**config.mk**
```make
export PLATFORM = sky130hd
export DESIGN_NAME = mbe_fifo
export DESIGN_NICKNAME = d
export VERILOG_FILES = /design/src/rtl/mbe_fifo.sv
export SDC_FILE = /design/constraint.sdc
export NUM_CORES = 1
export LEC_CHECK = 0
export BUFFER_PORTS_ARGS = -buffer_cell sky130_fd_sc_hd__buf_4
export CAP_MARGIN = 20
export CORE_MARGIN = 3
export CORE_UTILIZATION = 57
export CTS_BUF_LIST = sky130_fd_sc_hd__clkbuf_4
export CTS_CLUSTER_SIZE = 10
export DETAILED_ROUTE_END_ITERATION = 8
export GPL_ROUTABILITY_DRIVEN = 0
export PLACE_DENSITY = 0.86
export SKIP_LAST_GASP = 1
export SLEW_MARGIN = 20
export SYNTH_ARGS = -nofsm -noshare
export SYNTH_HDL_FRONTEND = slang
export SYNTH_SLANG_ARGS = --single-unit
export TNS_END_PERCENT = 10
```
**constraint.sdc**
```tcl
create_clock -name i_clk -period 3.6 [get_ports i_clk]
set_input_delay 0.18 -clock i_clk [delete_from_list [all_inputs] [get_ports i_clk]]
set_output_delay 0.18 -clock i_clk [all_outputs]
set_load 0.005 [all_outputs]
```
**src/rtl/mbe_fifo.sv**
```systemverilog
// Small register queue with push/full and pop/empty sides.
// Generic; DEPTH must be a power of two. No package dependency.
module mbe_fifo #(
    parameter int WIDTH = 16,
    parameter int DEPTH = 2
) (
    input  logic             i_clk,
    input  logic             i_rst_n,
    input  logic             i_push,
    input  logic [WIDTH-1:0] i_data,
    output logic             o_full,
    input  logic             i_pop,
    output logic             o_empty,
    output logic [WIDTH-1:0] o_data
);
    localparam int AW = $clog2(DEPTH);

    logic [WIDTH-1:0] r_mem [DEPTH];
    logic [AW-1:0]    r_wr;
    logic [AW-1:0]    r_rd;
    logic [AW:0]      r_count;
    logic             w_push;
    logic             w_pop;

    assign o_full  = (r_count == (AW + 1)'(DEPTH));
    assign o_empty = (r_count == '0);
    assign o_data  = r_mem[r_rd];
    assign w_push  = i_push && !o_full;
    assign w_pop   = i_pop && !o_empty;

    always_ff @(posedge i_clk) begin
        if (!i_rst_n) begin
            r_wr    <= '0;
            r_rd    <= '0;
            r_count <= '0;
        end else begin
            if (w_push) begin
                r_wr <= r_wr + 1'b1;
            end
            if (w_pop) begin
                r_rd <= r_rd + 1'b1;
            end
            case ({w_push, w_pop})
                2'b10:   r_count <= r_count + 1'b1;
                2'b01:   r_count <= r_count - 1'b1;
                default: r_count <= r_count;
            endcase
        end
    end

    always_ff @(posedge i_clk) begin
        if (w_push) begin
            r_mem[r_wr] <= i_data;
        end
    end

endmodule

```
== Word-level counts from Yosys, hierarchy flattened ==
Memories as Yosys holds them, arrays and structs flattened. A register that Yosys moved wholly into a read port is not among the register bits.
Cells that the tools add are included.
Storage, ports and cells
  register bits: 4
  bits in latches: 0
  bits in writable memories: 32
  memory bits (read-only): 0
  input bits: 20
  output and inout port bits: 18
  logic and storage cells: 22
  memories: 1
Cells by class
  add/subtract/negate cells: 4
  $mul: 0
  divide/modulo/power cells: 0
  order comparisons: 0
  equality and inequality tests: 3
  shift operators: 0
  mux-type cells: 5
  bitwise gates (word level): 0
  reduce and logical (&&, ||, !) cells: 6
Memory list
  r_mem: depth 2, width 16, rd ports 1, clocked after Yosys merged registers in 1, wr ports 1, line 18  | logic [WIDTH-1:0] r_mem [DEPTH];
Operator list (count)
  $eq 2x2->1 const B: 2
  $mux 1: 4
  $pmux 2 s2: 1
  $add 1x1->1 const B: 2
  $add 2x1->2 const B: 1
  $eq 2x1->1 const B: 1
  $logic_and 1x1->1: 2
  $logic_not 1->1: 2
  $logic_not 2->1: 1
  $reduce_bool 2->1: 1
  $sub 2x1->2 const B: 1

== Logic depth before layout (Yosys ltp) ==
Gate-level depths: netlist of the first run.
  depth after elaboration: 5
  gate-level depth with buffers: 6
  mapped depth without buffers: 6

== Worst setup path after synthesis of the first run ==
Ideal clock, no wire load.
  path type: register to register
  start point: register r_count[0]
  end point: memory r_mem[0][0] (enable)
  setup time: 364 ps
  arrival: 1240 ps
  required time: 3236 ps
  setup slack: 1996 ps
  stages on the path, launching flop included: 5
  buffers on the path: 0
  period minus slack after synthesis: 1604 ps
  cells stage by stage: dfxtp_1 -> nand2b_2 -> inv_2 -> or3_1 -> inv_1
Between the ends
  cells in the longest elaborated chain, start to end: 5
Ends and longest elaborated chain
  start: declaration: line 21  | logic [AW:0] r_count;
  start signal: assignment: line 44  | 2'b10: r_count <= r_count + 1'b1;
  start signal: assignment: line 45  | 2'b01: r_count <= r_count - 1'b1;
  start signal: assignment: line 46  | default: r_count <= r_count;
  $eq 2x2->1: line 25  | assign o_full = (r_count == (AW + 1)'(DEPTH));
  net o_full: line 11  | output logic o_full,
  $logic_not 1->1: line 28  | assign w_push = i_push && !o_full;
  $logic_and 1x1->1: line 28
  $mux 1: line 52  | if (w_push) begin
  $mux 1 (not written as such): line 53  | r_mem[r_wr] <= i_data;
  end: declaration: line 18
The timed path passes the listed nets, and every way through them passes these cells.

==> flow_summary_export.csv, run 1 <==
group,metric,value,unit
power_and_ir_drop,power.density,654.9,mW/mm²
clock_network,cts_resized,0,
timing,fmax,0.5387,GHz
power_and_ir_drop,peakVddDrop,0.5278,mV
detailed_routing,drt_first_iter_violations,18,
clock_network,cts-buffers-inserted,5,
clock_network,cts_root_buffer,"clkbuf_4",
timing,hold_viol,0,
detailed_routing,final_antenna_net_count,0,
timing,slew_headroom,0.5061,
clock_network,ctsHoldBuffers,0,
clock_network,cts_sinks,37,
global_routing,grt_pass1_wl,3608,µm
detailed_routing,vias_per_cell,5.218,
worst_setup_path,start_kind,"register",
power_and_ir_drop,power.leakage,0.6777,nW
global_routing,grt_usage,0.1562,
timing,worst_pin_slew,0.7408,ns
floorplan,fp-row-count,17,
worst_setup_path,required,3.42,ns
floorplan,chipWidth,55.34,µm
logic_synthesis,yosys_register_bits,37,
global_routing,grt_pass1_vias,829,
final_layout,layout_common_cells,"buf_4, edfxtp_1, mux2_2",
detailed_routing,drc,0,
timing,finalCritPeriodShare,0.5156,
logic_synthesis,ys_types,18,
global_routing,grt_max_degree,17,
clock_network,clk_path_buf_depth,2,
placed_design,io_buffers,37,
final_layout,diodes,0,
floorplan,start_util,0.6154,
logic_synthesis,postSynthAreaPerCell,18.26,µm²
timing,rsz0062_at_grt,"no",
clock_network,htreeDepth,2,
logic_synthesis,yosys_warnings,0,
worst_setup_path,critPathKind,"reg2out",
logic_synthesis,ys_seq_area_frac,0.7647,
clock_network,tritoncts,"built",
status,status,"complete, no violations",
placed_design,dpl.cell_count,139,
final_layout,final_common_cell,"buf_4",
detailed_routing,first_pass_iters,4,
final_layout,fillers,141,
global_routing,antenna_found_initial,0,
logic_synthesis,synth_area,0.001388,mm²
detailed_routing,vias,767,
logic_synthesis,syn_inst,76,
clock_network,clkLatencyLatePin,0.31,ns
timing,fin_skew,0.002738,ns
global_routing,globalRouteOverflowTotal,0,
detailed_routing,drt-total-wl,2116,µm
timing,setup-violations-final,0,
clock_network,cts_setup_buffers,0,
final_layout,instances_no_fill,147,
floorplan,core,0.002255,mm²
final_layout,fin_nets,139,
logic_synthesis,synth_nets,97,
worst_setup_path,end_kind,"output port",
final_layout,drive_above_1_share,0.5294,
floorplan,die_h,55.34,µm
timing,fin_tns_setup,0,ns
timing,drv_slew,0,
timing,layout_min_cycle_time,1.856,ns
placed_design,dp_hpwl,1531,µm
final_layout,synthToLayoutAreaGrowth,26.15,%
job,cap_violations,0,
worst_setup_path,crit_arrival,1.68,ns
worst_setup_path,critPathMaxFanout,16,
placed_design,placed_cell_area,0.001690,mm²
detailed_routing,wl_per_cell,14.39,µm
min_path,hp-class,"in2reg",
floorplan,ios,38,
clock_network,clk_pin_slew,0.09,ns
floorplan,die_area,0.003063,mm²
final_layout,fin_area,0.001750,mm²
-- power breakdown --
group | internal, mW | switching (mW)
Combinational | 0.210 | 0.125
Clock | 0.100 | 0.110
Sequential | 0.547 | 0.0544
Total | 0.857 | 0.289
-- critical path, stage by stage, from the launching register on --
cell and delay (ns):
dfxtp_1 0.81, mux2_2 0.42, buf_4 0.14
-- worst paths after layout --
check                          start                    end  slack, ns  depth (start not counted)
min                        i_data[8]  r_mem[1][8]$_DFFE_PP_       0.04                          1
min reg2reg        r_wr$_SDFFE_PN0P_      r_wr$_SDFFE_PN0P_       0.49                          2
max reg2reg  r_count[0]$_SDFFE_PN0P_  r_mem[0][5]$_DFFE_PP_       1.79                          4
max                         register             o_data[11]       1.74                          2
-- layer usage --
metal	vias up	track usage	share of wire
li1	365	-	-
met5	-	0	0
met3	4	0.05607	0.070
met2	32	0.2905	0.54
met4	0	0.08333	0.021
met1	366	0.1451	0.36
-- state kept, by name (all words and copies together), names as in the netlist, named ones only --
name     count
r_count      2
r_mem       32
r_rd         1
r_wr         1
-- cells in the mapped netlist --
cell	n	area share
a21boi_1	2	0.011
and2_1	1	0.0045
and3_1	1	0.0045
buf_2	2	0.0072
dfxtp_1	5	0.072
edfxtp_1	32	0.69
ha_1	1	0.0090
inv_1	2	0.0054
inv_2	1	0.0027
mux2_2	16	0.13
nand2_1	1	0.0027
nand2b_2	1	0.0063
nor2_1	1	0.0027
nor2b_1	2	0.0090
o21a_1	1	0.0054
o21ai_0	2	0.0072
or3_1	2	0.0090
xnor2_1	3	0.019
-- area by class of cell --
class / count / area (µm²) / area share
clock buffers: 8 / 60.06 / 0.03431
inverters: 3 / 11.26 / 0.006433
multi-input cells: 34 / 305.3 / 0.1744
flip-flops and latches: 37 / 1061 / 0.6061
well taps: 28 / 35.03 / 0.02001
repair buffers: 37 / 277.8 / 0.1587
-- kinds of logic (layout without fill, tap and decap cells) --
group	Yosys count	in the layout	share of synthesized area
adders and majority gates	1	1	0.009016
DFF	37	37	0.7647
buffers and inverters	5	48	0.01533
and+or+nand+nor	9	9	0.03877
xor gates and xnor gates	3	3	0.01894
muxes	16	16	0.1298
AOI/OAI and AO/OA	5	5	0.02344
-- per-stage QoR --
step           total power, mW    util  setup WS (ns)  hold WS [ns]
2_1_floorplan           0.7877       -          1.996        0.2789
3_3_place_gp            0.9334  0.7497          1.860        0.3657
3_5_place_dp            0.9508  0.7497          1.787        0.3691
4_1_cts                  1.162  0.7764          1.711       0.03206
5_1_grt                  1.219  0.7764          1.644       0.01885
6_report                 1.146  0.7764          1.744       0.04500
Note: power is estimated with default switching activity, not from simulation.
==> run 2, diff against run 1 <==
--- a/config.mk
+++ b/config.mk
@@ -8,12 +8,12 @@
 export BUFFER_PORTS_ARGS = -buffer_cell sky130_fd_sc_hd__buf_4
 export CAP_MARGIN = 20
 export CORE_MARGIN = 3
-export CORE_UTILIZATION = 57
+export CORE_UTILIZATION = 48
 export CTS_BUF_LIST = sky130_fd_sc_hd__clkbuf_4
 export CTS_CLUSTER_SIZE = 10
 export DETAILED_ROUTE_END_ITERATION = 8
 export GPL_ROUTABILITY_DRIVEN = 0
-export PLACE_DENSITY = 0.86
+export PLACE_DENSITY = 0.77
 export SKIP_LAST_GASP = 1
 export SLEW_MARGIN = 20
 export SYNTH_ARGS = -nofsm -noshare
==> constraint.sdc (replaced) <==
create_clock -name i_clk -period 1.7 [get_ports i_clk]
set_input_delay 0.085 -clock i_clk [delete_from_list [all_inputs] [get_ports i_clk]]
set_output_delay 0.085 -clock i_clk [all_outputs]
set_load 0.005 [all_outputs]
==> run 2 against run 1 <==
  * Sequential share of layout area decreased by 6.8 points
  * Routed wire length increased by 19%
  * Clock-buffer cell count decreased by 2
  * Critical path type is now reg2reg
  * Critical endpoint is now r_count[1]$_SDFFE_PN0P_
==> flow_summary_export.csv, run 2 (synthesis results as in run 1) <==
group,metric,value,unit
timing,hold_slack,0.1335,ns
worst_setup_path,crit_family,"simple AND/OR/NAND/NOR gates",
clock_network,cts-buffers-inserted,5,
worst_setup_path,regToRegSetupSlack,0.09,ns
global_routing,grt_max_degree,17,
clock_network,ctsHoldBuffers,17,
floorplan,die_h,59.77,µm
floorplan,start_util,0.5311,
final_layout,fin_nets,160,
timing,fin_tns_setup,0,ns
power_and_ir_drop,power.leakage,0.7758,nW
power_and_ir_drop,peakVddDrop,0.9384,mV
worst_setup_path,crit_slowest_cell,"dfxtp_1",
min_path,hp-class,"in2reg",
final_layout,diodes,0,
detailed_routing,vias,821,
placed_design,placed_cell_area,0.001723,mm²
timing,slew_headroom,0.8505,
worst_setup_path,slowest_delay,0.44,ns
detailed_routing,vias_per_cell,4.829,
placed_design,io_buffers,37,
clock_network,htreeDepth,2,
final_layout,fin_area,0.001972,mm²
floorplan,fp-row-count,18,
power_and_ir_drop,power.density,1347,mW/mm²
global_routing,antenna_found_initial,0,
detailed_routing,first_pass_iters,2,
worst_setup_path,crit_buf_inv,0,
floorplan,die_area,0.003572,mm²
timing,hold_viol,0,
final_layout,instances_no_fill,170,
floorplan,ios,38,
clock_network,cts_root_buffer,"clkbuf_4",
global_routing,grt_pass1_wl,3953,µm
worst_setup_path,crit_arrival,1.87,ns
timing,drv_slew,0,
placed_design,dpl.cell_count,145,
final_layout,drive_above_1_share,0.4714,
timing,setup_slack,0.09027,ns
clock_network,tritoncts,"built",
timing,rsz0062_at_grt,"no",
clock_network,cts_sinks,37,
job,cap_violations,0,
placed_design,pre_cts_slack,0.1072,ns
global_routing,grt_pass1_vias,900,
final_layout,layout_common_cells,"buf_4, edfxtp_1, dlygate4sd3_1",
floorplan,chipWidth,59.77,µm
timing,finalCritPeriodShare,0.9469,
detailed_routing,drt_first_iter_violations,8,
placed_design,dp_hpwl,1710,µm
power_and_ir_drop,power,2.655,mW
timing,layout_min_cycle_time,1.610,ns
worst_setup_path,end_kind,"register",
timing,fmax,0.6212,GHz
clock_network,clk_path_buf_depth,2,
timing,worst_pin_slew,0.2242,ns
clock_network,cts_resized,0,
worst_setup_path,critPathMaxFanout,5,
floorplan,core,0.002613,mm²
detailed_routing,drc,0,
detailed_routing,final_antenna_net_count,0,
global_routing,globalRouteOverflowTotal,0,
clock_network,clk_pin_slew,0.10,ns
worst_setup_path,crit_chain,"nand2b_2 -> nand2_1 -> ha_1 -> or3_1 -> a21boi_1",
timing,setup-violations-final,0,
detailed_routing,drt-total-wl,2509,µm
global_routing,grt_usage,0.1563,
status,status,"complete, no violations",
worst_setup_path,start_kind,"register",
timing,fin_skew,0.01801,ns
final_layout,post-route-util,0.7548,
final_layout,largest_reg_flops,32,
final_layout,final_common_cell,"buf_4",
final_layout,synthToLayoutAreaGrowth,42.11,%
worst_setup_path,required,1.96,ns
final_layout,reg_top3,"r_mem (32), r_count (2)",
worst_setup_path,critPathKind,"reg2reg",
clock_network,clkLatencyLatePin,0.34,ns
detailed_routing,wl_per_cell,14.76,µm
clock_network,cts_setup_buffers,0,
final_layout,largest_register,"r_mem",
[run 2: cell types whose count changed in the layout (fill, tap and decap cells not counted), sizes merged]
cell and change:
clkinv +1, bufinv +1, clkbuf -2, dlygate4sd3 +17, buf +4
[run 2: worst paths after layout]
check	endpoint	from	cells past startpoint
max	r_count[1]$_SDFFE_PN0P_	r_count[0]$_SDFFE_PN0P_	5
min reg2reg	r_wr$_SDFFE_PN0P_	r_wr$_SDFFE_PN0P_	2
max reg2reg	r_count[1]$_SDFFE_PN0P_	r_count[0]$_SDFFE_PN0P_	5
min	r_wr$_SDFFE_PN0P_	i_push	4
[run 2: per-layer routing]
layer / wire length [µm] / up-vias / global-route usage
li1: - / 408 / -
met1: 951 / 384 / 0.1591
met2: 1370 / 23 / 0.2824
met3: 134 / 6 / 0.04536
met4: 53 / 0 / 0.08544
met5: 0 / - / 0
[run 2: layout make-up]
cell class	instances	area (µm²)
flip-flops and latches	37	1061
fillers	170	640.6
repair buffers	58	478.0
multi-input cells	34	305.3
clock buffers	6	45.04
well taps	30	37.54
clock inverters	2	33.78
inverters	3	11.26
[run 2: worst min-delay path, stage by stage]
cell and delay [ns]:
buf_4 0.09, inv_1 0.04, o21ai_0 0.15, a21boi_1 0.06
[run 2: where the power goes]
group          switching, mW  internal (mW)  leakage [nW]
Combinational          0.339          0.502         0.392
Clock                  0.274          0.322        0.0433
Sequential            0.0621           1.15         0.341
